==> src/icymd_pkg.sv <==
// shared types and constants for the icy metadata demultiplexer
`timescale 1ns / 1ps

package icymd_pkg;

  localparam int unsigned CountW    = 20;
  localparam int unsigned ByteW     = 8;
  localparam int unsigned MetaShift = 4;  // length byte counts units of 16 bytes

  typedef logic [CountW-1:0] count_t;
  typedef logic [ByteW-1:0]  byte_t;

  typedef enum logic [3:0] {
    PH_START = 4'b0001,
    PH_AUDIO = 4'b0010,
    PH_METAB = 4'b0100,
    PH_META  = 4'b1000
  } phase_t;

  typedef struct packed {
    logic  emit;
    byte_t data;
    logic  is_meta;
    logic  last;
  } result_t;

endpackage

==> src/icymd_framer.sv <==
// framing state: phase and byte count, decides tag and last flag per byte
`timescale 1ns / 1ps

module icymd_framer (
  input  logic             clk,
  input  logic             rst_n,
  input  logic             accept,
  input  icymd_pkg::byte_t data_byte,
  input  logic             chunk_end,
  input  icymd_pkg::count_t meta_interval,
  output icymd_pkg::result_t res
);
  import icymd_pkg::*;

  phase_t phase_r, phase_nxt;
  count_t left_r, left_nxt;

  phase_t eff_phase;
  count_t eff_left;
  logic   done;
  count_t left_dec;

  always_comb begin
    // first byte after start loads the interval and counts as audio
    if (phase_r == PH_START) begin
      eff_phase = PH_AUDIO;
      eff_left  = meta_interval;
    end else begin
      eff_phase = phase_r;
      eff_left  = left_r;
    end
    done     = (eff_left <= count_t'(1));
    left_dec = eff_left - count_t'(1);

    phase_nxt   = phase_r;
    left_nxt    = left_r;
    res.emit    = 1'b0;
    res.data    = data_byte;
    res.is_meta = 1'b0;
    res.last    = chunk_end;

    if (meta_interval == '0) begin
      // plain pass-through, framing restarts when enabled again
      phase_nxt = PH_START;
      left_nxt  = '0;
      res.emit  = 1'b1;
    end else begin
      unique case (eff_phase)
        PH_METAB: begin
          if (data_byte == '0) begin
            phase_nxt = PH_AUDIO;
            left_nxt  = meta_interval;
          end else begin
            phase_nxt = PH_META;
            left_nxt  = count_t'({data_byte, {MetaShift{1'b0}}});
          end
        end
        PH_META: begin
          res.emit    = 1'b1;
          res.is_meta = 1'b1;
          res.last    = done | chunk_end;
          if (done) begin
            phase_nxt = PH_AUDIO;
            left_nxt  = meta_interval;
          end else begin
            phase_nxt = PH_META;
            left_nxt  = left_dec;
          end
        end
        default: begin
          res.emit = 1'b1;
          res.last = done | chunk_end;
          if (done) begin
            phase_nxt = PH_METAB;
            left_nxt  = count_t'(1);
          end else begin
            phase_nxt = PH_AUDIO;
            left_nxt  = left_dec;
          end
        end
      endcase
    end
  end

  always_ff @(posedge clk) begin
    if (!rst_n) begin
      phase_r <= PH_START;
      left_r  <= '0;
    end else if (accept) begin
      phase_r <= phase_nxt;
      left_r  <= left_nxt;
    end
  end

endmodule

==> src/icymd_out_reg.sv <==
// result register between the framer and the output channel
`timescale 1ns / 1ps

module icymd_out_reg (
  input  logic               clk,
  input  logic               rst_n,
  input  logic               accept,
  input  icymd_pkg::result_t res,
  output logic               busy,
  output logic               out_valid,
  input  logic               out_stall,
  output icymd_pkg::byte_t   out_byte,
  output logic               out_is_meta,
  output logic               out_last
);
  import icymd_pkg::*;

  logic  valid_r, valid_nxt;
  byte_t data_r;
  logic  meta_r;
  logic  last_r;

  // full and held by the receiver: nothing can move in
  assign busy = valid_r & out_stall;

  always_comb begin
    valid_nxt = valid_r & out_stall;
    if (accept && res.emit) begin
      valid_nxt = 1'b1;
    end
  end

  always_ff @(posedge clk) begin
    if (!rst_n) begin
      valid_r <= 1'b0;
    end else begin
      valid_r <= valid_nxt;
    end
  end

  always_ff @(posedge clk) begin
    if (accept && res.emit) begin
      data_r <= res.data;
      meta_r <= res.is_meta;
      last_r <= res.last;
    end
  end

  assign out_valid   = valid_r;
  assign out_byte    = data_r;
  assign out_is_meta = meta_r;
  assign out_last    = last_r;

endmodule

==> src/icy_metadata_demux_unit.sv <==
// top level of the icy stream metadata demultiplexer
`timescale 1ns / 1ps
//
// usage: stream body bytes go in on the in_ channel, one byte per transaction,
// with in_chunk_end marking the last byte of a received chunk. each byte that
// is not a metadata length byte comes out on the out_ channel tagged audio or
// meta, with out_last at the end of an audio interval, a metadata run or a chunk.
// cfg_meta_interval is written with cfg_wr_en while idle; zero means pass-through.
// a result shows on out_valid in the cycle after its byte is accepted.
// throughput: one byte per clock while in_stall is low; the framer state
// updates in the accept cycle and the single result register holds the output.
// in_stall rises only while the result register is full and out_stall is high;
// a stalled result holds its value until taken.
// length bytes are consumed without a result and leave the result register as is.
// reset: synchronous, active low; clears the interval to zero (pass-through),
// the framing phase to start and the result register to empty.
//

module icy_metadata_demux_unit (
  input  logic                   clk,
  input  logic                   rst_n,
  input  logic                   cfg_wr_en,
  input  logic [19:0]            cfg_meta_interval,
  input  logic                   in_valid,
  output logic                   in_stall,
  input  icymd_pkg::byte_t       in_data_byte,
  input  logic                   in_chunk_end,
  output logic                   out_valid,
  input  logic                   out_stall,
  output icymd_pkg::byte_t       out_byte,
  output logic                   out_is_meta,
  output logic                   out_last
);
  import icymd_pkg::*;

  count_t  interval_r;
  logic    accept;
  logic    busy;
  result_t res;

  always_ff @(posedge clk) begin
    if (!rst_n) begin
      interval_r <= '0;
    end else if (cfg_wr_en) begin
      interval_r <= cfg_meta_interval;
    end
  end

  assign in_stall = busy;
  assign accept   = in_valid & ~busy;

  icymd_framer u_framer (
    .clk           (clk),
    .rst_n         (rst_n),
    .accept        (accept),
    .data_byte     (in_data_byte),
    .chunk_end     (in_chunk_end),
    .meta_interval (interval_r),
    .res           (res)
  );

  icymd_out_reg u_out_reg (
    .clk         (clk),
    .rst_n       (rst_n),
    .accept      (accept),
    .res         (res),
    .busy        (busy),
    .out_valid   (out_valid),
    .out_stall   (out_stall),
    .out_byte    (out_byte),
    .out_is_meta (out_is_meta),
    .out_last    (out_last)
  );

  // input only stalls behind a held result
  a_stall_needs_result: assert property (@(posedge clk) disable iff (!rst_n)
    in_stall |-> (out_valid && out_stall))
    else $error("in_stall without a held result");

  // pass-through mode always yields a result
  a_passthru_emits: assert property (@(posedge clk) disable iff (!rst_n)
    (accept && interval_r == '0) |=> out_valid)
    else $error("pass-through byte produced no result");

  // a length byte leaves no result behind
  a_length_silent: assert property (@(posedge clk) disable iff (!rst_n)
    (accept && !res.emit && (!out_valid || !out_stall)) |=> !out_valid)
    else $error("result appeared for a length byte");

  // pass-through results are never tagged metadata
  a_passthru_audio: assert property (@(posedge clk) disable iff (!rst_n)
    (accept && interval_r == '0) |=> !out_is_meta)
    else $error("pass-through byte tagged as metadata");

endmodule

==> config.mk <==
export PLATFORM = sky130hd
export DESIGN_NAME = icy_metadata_demux_unit
export DESIGN_NICKNAME = d
export VERILOG_FILES = /design/src/icymd_pkg.sv /design/src/icymd_framer.sv /design/src/icymd_out_reg.sv /design/src/icy_metadata_demux_unit.sv
export SDC_FILE = /design/constraint.sdc
export NUM_CORES = 1
export LEC_CHECK = 0
export ABC_CLOCK_PERIOD_IN_PS = 6500
export BUFFER_PORTS_ARGS = -buffer_cell sky130_fd_sc_hd__buf_2
export CORE_MARGIN = 2
export CORE_UTILIZATION = 50
export DETAILED_ROUTE_END_ITERATION = 8
export PLACE_DENSITY_LB_ADDON = 0.12
export SLEW_MARGIN = 30
export SYNTH_ARGS = -nofsm -noshare
export SYNTH_HDL_FRONTEND = slang
export SYNTH_HIERARCHICAL = 1
export SYNTH_SLANG_ARGS = --single-unit
==> constraint.sdc <==
create_clock -name clk -period 6.5 [get_ports clk]
set_input_delay 0.65 -clock clk [delete_from_list [all_inputs] [get_ports clk]]
set_output_delay 0.65 -clock clk [all_outputs]
set_load 0.005 [all_outputs]
==> results of run 1 <==
metrics by stage:
stage | area [sq um] | hold slack, ns | setup slack (ns) | total power, mW | utilization
after floorplan | 3456 | 0.4706 | 2.976 | 0.7251 | -
after global placement | 3669 | 0.5015 | 2.638 | 0.8075 | 0.5430
after detailed placement | 3669 | 0.5042 | 2.587 | 0.8113 | 0.5430
after CTS | 3775 | 0.5229 | 2.551 | 1.038 | 0.5587
after global routing | 3775 | 0.5276 | 2.245 | 1.100 | 0.5587
final | 3775 | 0.5198 | 2.474 | 1.040 | 0.5587
layout make-up:
class                   instances  area share
clock buffers                   7     0.02022
clock inverters                 1    0.007955
inverters                       4    0.003977
multi-input cells             312      0.5555
flip-flops and latches         55      0.3182
well taps                      80     0.02652
repair buffers                 49     0.06762
worst max-delay path, delay by kind of cell, from the launching register on:
kind,cells,cell delay [ns]
muxes,1,0.37
AOI/OAI and AO/OA,4,1.11
and+or+nand+nor,4,1.59
adders and majority gates,1,0.47
DFF,1,0.40
report_power, final:
part | internal, mW | switching, mW
sequential | 0.383 | 0.0492
combinational | 0.164 | 0.217
clock | 0.116 | 0.111
registers in the layout, summed over array words and instances (netlist names):
signal                 count
u_framer/left_r           20
interval_r                20
u_out_reg/out_byte         8
u_out_reg/out_is_meta      1
u_out_reg/out_valid        1
u_framer/phase_r           4
u_out_reg/out_last         1
cell families (layout without fill, tap and decap cells):
| group | count (synthesis) | in the layout | synth area share |
|---|---|---|---|
| and+or+nand+nor | 166 | 166 | 0.2781 |
| AOI/OAI and AO/OA | 96 | 96 | 0.1861 |
| DFF | 55 | 55 | 0.3476 |
| muxes | 31 | 31 | 0.09051 |
| buffers and inverters | 30 | 61 | 0.04743 |
| xor gates and xnor gates | 17 | 17 | 0.04308 |
| adders and majority gates | 2 | 2 | 0.007240 |
layer usage:
layer,vias up,global-route usage
li1,1547,-
met4,0,0.06434
met1,1532,0.3564
met5,-,0
met3,16,0.04265
met2,134,0.3935
worst paths after layout:
path                                       endpoint           startpoint  cells after the start
worst min register to register   u_framer/left_r[0]   u_framer/left_r[0]                      2
worst max-delay path            u_framer/left_r[16]  u_framer/phase_r[1]                     10
worst max register to register  u_framer/left_r[16]  u_framer/phase_r[1]                     10
worst min-delay path             u_framer/left_r[0]   u_framer/left_r[0]                      2
cells in the final DEF (no fill, tap or decap), types with 8 or more instances in the layout:
| cell type | synthesis | routed |
|---|---|---|
| a21oi_1 | 23 | 23 |
| a22o_1 | 8 | 8 |
| buf_2 | 5 | 45 |
| dfxtp_1 | 45 | 45 |
| edfxtp_1 | 10 | 10 |
| mux2i_1 | 29 | 29 |
| nand2_1 | 38 | 38 |
| nand3_1 | 8 | 8 |
| nor2_1 | 28 | 28 |
| nor2b_1 | 22 | 22 |
| nor3_1 | 18 | 18 |
| nor4_1 | 10 | 10 |
| o21ai_0 | 13 | 13 |
| o21ai_1 | 11 | 11 |
| or4_1 | 13 | 13 |
| xor2_1 | 11 | 11 |
==> flow_metrics.py, run 1 <==
metrics = {
    "status": {
        "status": "finished, final reports clean",
    },
    "timing": {
        "final.setup_skew_ns": 0.008327,
        "max_freq_mhz": 248.4,
        "post-route-period-util": 0.6195,
        "slew_viol_final": 0,
        "setup_viol": 0,
        "setup-tns-final_ns": 0,
        "worst_pin_slew_ns": 0.8572,
        "rsz0062_at_grt": "no",
        "final.min_clock_period_ns": 4.026,
        "finalHoldViolations": 0,
        "relSlewSlack": 0.4271,
    },
    "floorplan": {
        "die_w_um": 87.14,
        "pin_count": 46,
        "rows": 30,
        "die_y_um": 87.14,
        "dieArea_sq_um": 7593,
        "core_sq_um": 6756,
        "initial_core_util": 0.5115,
    },
    "global_routing": {
        "antenna_found_initial": 0,
        "grt_pass1_vias": 2883,
        "grt_max_degree": 28,
        "grt_pass1_wl_um": 14990,
        "grt-ovfl-total": 0,
        "track_usage": 0.2502,
    },
    "drt": {
        "drt-initial-drc-count": 312,
        "m1WireLength_um": 4131,
        "highest_layer": "met4",
        "drt_wl_total_um": 9234,
        "wl_met3_um": 670,
        "drc": 0,
        "avgRoutedWirePerCell_um": 18.18,
        "num_vias": 3229,
        "ant_nets": 0,
        "wl_met2_um": 4309,
        "dr.pass1.iters": 5,
        "viasPerCell": 6.356,
    },
    "critical_path": {
        "cp.required_ns": 6.74,
        "reg2reg_slack_ns": 2.47,
        "critPathKind": "reg -> reg",
        "cp-end-kind": "register",
        "slowest_stage": "nor4b_4",
        "crit_fanout": 13,
        "slowest_delay_ns": 0.78,
        "worstPathCellList": "nor4b_4, mux2i_1, ha_1, nor2_1, nor4_1, a32oi_2, o21ai_2, and2_4, a22oi_1, o21ai_1",
        "worstPathArrival_ns": 4.27,
        "start_kind": "register",
    },
    "logic_synthesis": {
        "synth_most_common_cell": "dfxtp_1",
        "postSynthCellCount": 397,
        "syn_area_per_cell_sq_um": 8.705,
        "yosys_warnings": 6,
        "yosysSeqAreaShare": 0.3476,
        "ys_top_cells_by_area": "dfxtp_1 26%, edfxtp_1 8.7%, mux2i_1 8.4%",
        "synth_fp_nets": 433,
        "synth_cell_types": 60,
        "synth_area_sq_um": 3456,
        "synthArstFlopShare": 0,
        "yosysTopAreaCellShare": 0.2607,
        "synthFlopType": "dfxtp_1",
        "yosys.area.top_type": "dfxtp_1",
        "synthTopCellsByCount": "45 x dfxtp_1, 38 x nand2_1, 29 x mux2i_1",
        "synth_edf_count": 10,
        "ys_ff_latch": 55,
    },
    "clocking": {
        "cts_sinks": 55,
        "cts_made_buffers": 5,
        "clock-root-buffer": "clkbuf_8",
        "clock_path_buffers": 2,
        "clock_latency_ns": 0.31,
        "h-tree-depth": 2,
        "ctsResizeCount": 0,
        "path_clk_slew_ns": 0.10,
        "cts_hold_buf": 0,
        "post-cts-setup-buffer-count": 0,
        "cts_tree": "built",
    },
    "placed_design": {
        "routabilityCongestion": 0.9629,
        "hpwlAfterDp_um": 6582,
        "dp.cells": 500,
        "numPortBuffers": 45,
    },
    "cells_and_area": {
        "nFillCells": 665,
        "final_cells": 508,
        "nets": 463,
        "multiInputGateArea_sq_um": 2097,
        "syn_to_final_growth_pct": 9.232,
        "seqCellArea_sq_um": 1201,
        "antenna_cells": 0,
        "drive_gt1_frac": 0.1706,
    },
    "power_and_ir_drop": {
        "p_leak_nw": 1.528,
        "p_per_area_nw_per_um2": 275.4,
        "ir_drop_uv": 111.3,
    },
    "run": {
        "drv_cap": 0,
    },
    "worst_hold_path": {
        "hp-class": "reg -> reg",
    },
}
Note: power is estimated with default switching activity, not from simulation.
==> run 2, diff against run 1 <==
--- a/config.mk
+++ b/config.mk
@@ -5,7 +5,7 @@
 export SDC_FILE = /design/constraint.sdc
 export NUM_CORES = 1
 export LEC_CHECK = 0
-export ABC_CLOCK_PERIOD_IN_PS = 6500
+export ABC_CLOCK_PERIOD_IN_PS = 3270
 export BUFFER_PORTS_ARGS = -buffer_cell sky130_fd_sc_hd__buf_2
 export CORE_MARGIN = 2
 export CORE_UTILIZATION = 50
==> constraint.sdc (replaced) <==
create_clock -name clk -period 3.27 [get_ports clk]
set_input_delay 0.327 -clock clk [delete_from_list [all_inputs] [get_ports clk]]
set_output_delay 0.327 -clock clk [all_outputs]
set_load 0.005 [all_outputs]
==> run 2 against run 1 <==
Global-route usage increased by 0.099 points. Sequential share of layout area decreased by 0.56 points. Final cell count increased by 1.8%. Largest cell class unchanged. Largest power group unchanged. Highest routed layer unchanged.
==> flow_metrics.py, run 2 (synthesis results as in run 1) <==
metrics = {
    "placed_design": {
        "routabilityCongestion": 0.9170,
        "hpwlAfterDp_um": 6670,
        "dp_slack_ns": 0.1917,
        "numPortBuffers": 45,
        "dp.cells": 508,
    },
    "timing": {
        "whs_ns": 0.2166,
        "setup_viol": 0,
        "worst_pin_slew_ns": 0.6721,
        "max_freq_mhz": 325.9,
        "relSlewSlack": 0.5503,
        "rsz0062_at_grt": "no",
        "post-route-period-util": 0.9383,
        "setup-tns-final_ns": 0,
        "final.min_clock_period_ns": 3.068,
        "slew_viol_final": 0,
        "final.setup_skew_ns": 0.008008,
        "setup_ws_ns": 0.2018,
        "finalHoldViolations": 0,
    },
    "critical_path": {
        "crit_fanout": 7,
        "cp.required_ns": 3.53,
        "worstPathArrival_ns": 3.33,
        "slowest_delay_ns": 0.41,
        "worstPathCellList": "nor4b_4, mux2i_1, inv_1, ha_1, nor2_1, nor4_2, a32oi_2, buf_4, o21ai_1, a221oi_1, a221o_1, a22o_1",
        "critPathKind": "reg -> reg",
        "cp_num_buf_inv": 2,
        "cp-end-kind": "register",
        "slowest_stage": "nor4b_4",
        "start_kind": "register",
        "cp_top_family": "compound AO/OA/AOI/OAI gates",
    },
    "drt": {
        "drt_wl_total_um": 9214,
        "drc": 0,
        "dr.pass1.iters": 5,
        "drt-initial-drc-count": 266,
        "avgRoutedWirePerCell_um": 17.82,
        "viasPerCell": 6.284,
        "num_vias": 3249,
        "ant_nets": 0,
    },
    "clocking": {
        "cts_tree": "built",
        "h-tree-depth": 2,
        "cts_made_buffers": 5,
        "clock-root-buffer": "clkbuf_8",
        "clock_latency_ns": 0.31,
        "path_clk_slew_ns": 0.09,
        "clock_path_buffers": 2,
        "cts_hold_buf": 0,
        "cts_sinks": 55,
    },
    "floorplan": {
        "initial_core_util": 0.5115,
        "pin_count": 46,
        "rows": 30,
        "die_w_um": 87.14,
        "core_sq_um": 6756,
        "dieArea_sq_um": 7593,
        "die_y_um": 87.14,
    },
    "power_and_ir_drop": {
        "ir_drop_uv": 276.1,
        "p_per_area_nw_per_um2": 547.2,
        "p_leak_nw": 1.567,
    },
    "cells_and_area": {
        "nets": 472,
        "drive_gt1_frac": 0.1899,
        "final_util": 0.5687,
        "syn_to_final_growth_pct": 11.19,
        "antenna_cells": 0,
        "final_cells": 517,
        "nFillCells": 652,
        "final_cell_mix": "45 x buf_2, 45 x dfxtp_1, 38 x nand2_1",
    },
    "global_routing": {
        "grt_pass1_vias": 2972,
        "grt_pass1_wl_um": 15070,
        "grt_max_degree": 28,
        "antenna_found_initial": 0,
        "grt-ovfl-total": 0,
        "track_usage": 0.2512,
    },
    "run": {
        "drv_cap": 0,
    },
    "worst_hold_path": {
        "hp-class": "in -> reg",
    },
    "status": {
        "status": "finished, final reports clean",
    },
}
==> run 2: what timing repair did <==
item / in CTS / in global routing
resized for setup: 0 / 1
setup endpoints to repair: 0 / 14
setup buffers: 0 / 1
==> run 2: worst reg2reg max path, cell delays in order, from the launching register on <==
cell and delay [ns]:
dfxtp_1 0.39, nor4b_4 0.41, mux2i_1 0.34, inv_1 0.08
ha_1 0.18, nor2_1 0.26, nor4_2 0.10, a32oi_2 0.33
buf_4 0.19, o21ai_1 0.10, a221oi_1 0.36, a221o_1 0.18
a22o_1 0.11
==> run 2: stage by stage <==
stage | power [mW] | area [sq um]
finish | 2.102 | 3842
global route | 2.228 | 3842
CTS | 2.092 | 3835
global placement | 1.635 | 3729
floorplan | 1.450 | 3472
detailed placement | 1.644 | 3729
==> run 2: layout make-up <==
| cell class | instances | area (sq um) | area share |
|---|---|---|---|
| tap | 80 | 100.1 | 0.02605 |
| inverter | 4 | 15.01 | 0.003908 |
| clock buffer | 7 | 76.32 | 0.01986 |
| clock inverter | 1 | 30.03 | 0.007815 |
| multi-input combinational | 312 | 2097 | 0.5457 |
| timing repair buffer | 58 | 322.8 | 0.08401 |
| sequential | 55 | 1201 | 0.3126 |
==> run 2: report_power, final <==
part	internal (mW)	switching (mW)
clock	0.230	0.218
combinational	0.350	0.448
sequential	0.760	0.0967
==> run 2: metal layers <==
| metal | wire length (um) | global-route usage | share of wire |
|---|---|---|---|
| met5 | 0 | 0 | 0 |
| met4 | 137 | 0.06294 | 0.015 |
| met3 | 676 | 0.04265 | 0.073 |
| met2 | 4215 | 0.4074 | 0.46 |
| met1 | 4185 | 0.3482 | 0.45 |
==> run 2: final timing paths <==
path | from | to | slack (ns) | cells past startpoint
worst max-delay path | u_framer/phase_r[3] | u_framer/left_r[7] | 0.20 | 12
worst min-delay path | in_data_byte[5] | u_out_reg/out_byte[5] | 0.22 | 1
worst max register to register | u_framer/phase_r[3] | u_framer/left_r[7] | 0.20 | 12
worst min register to register | u_framer/left_r[0] | u_framer/left_r[0] | 0.51 | 2
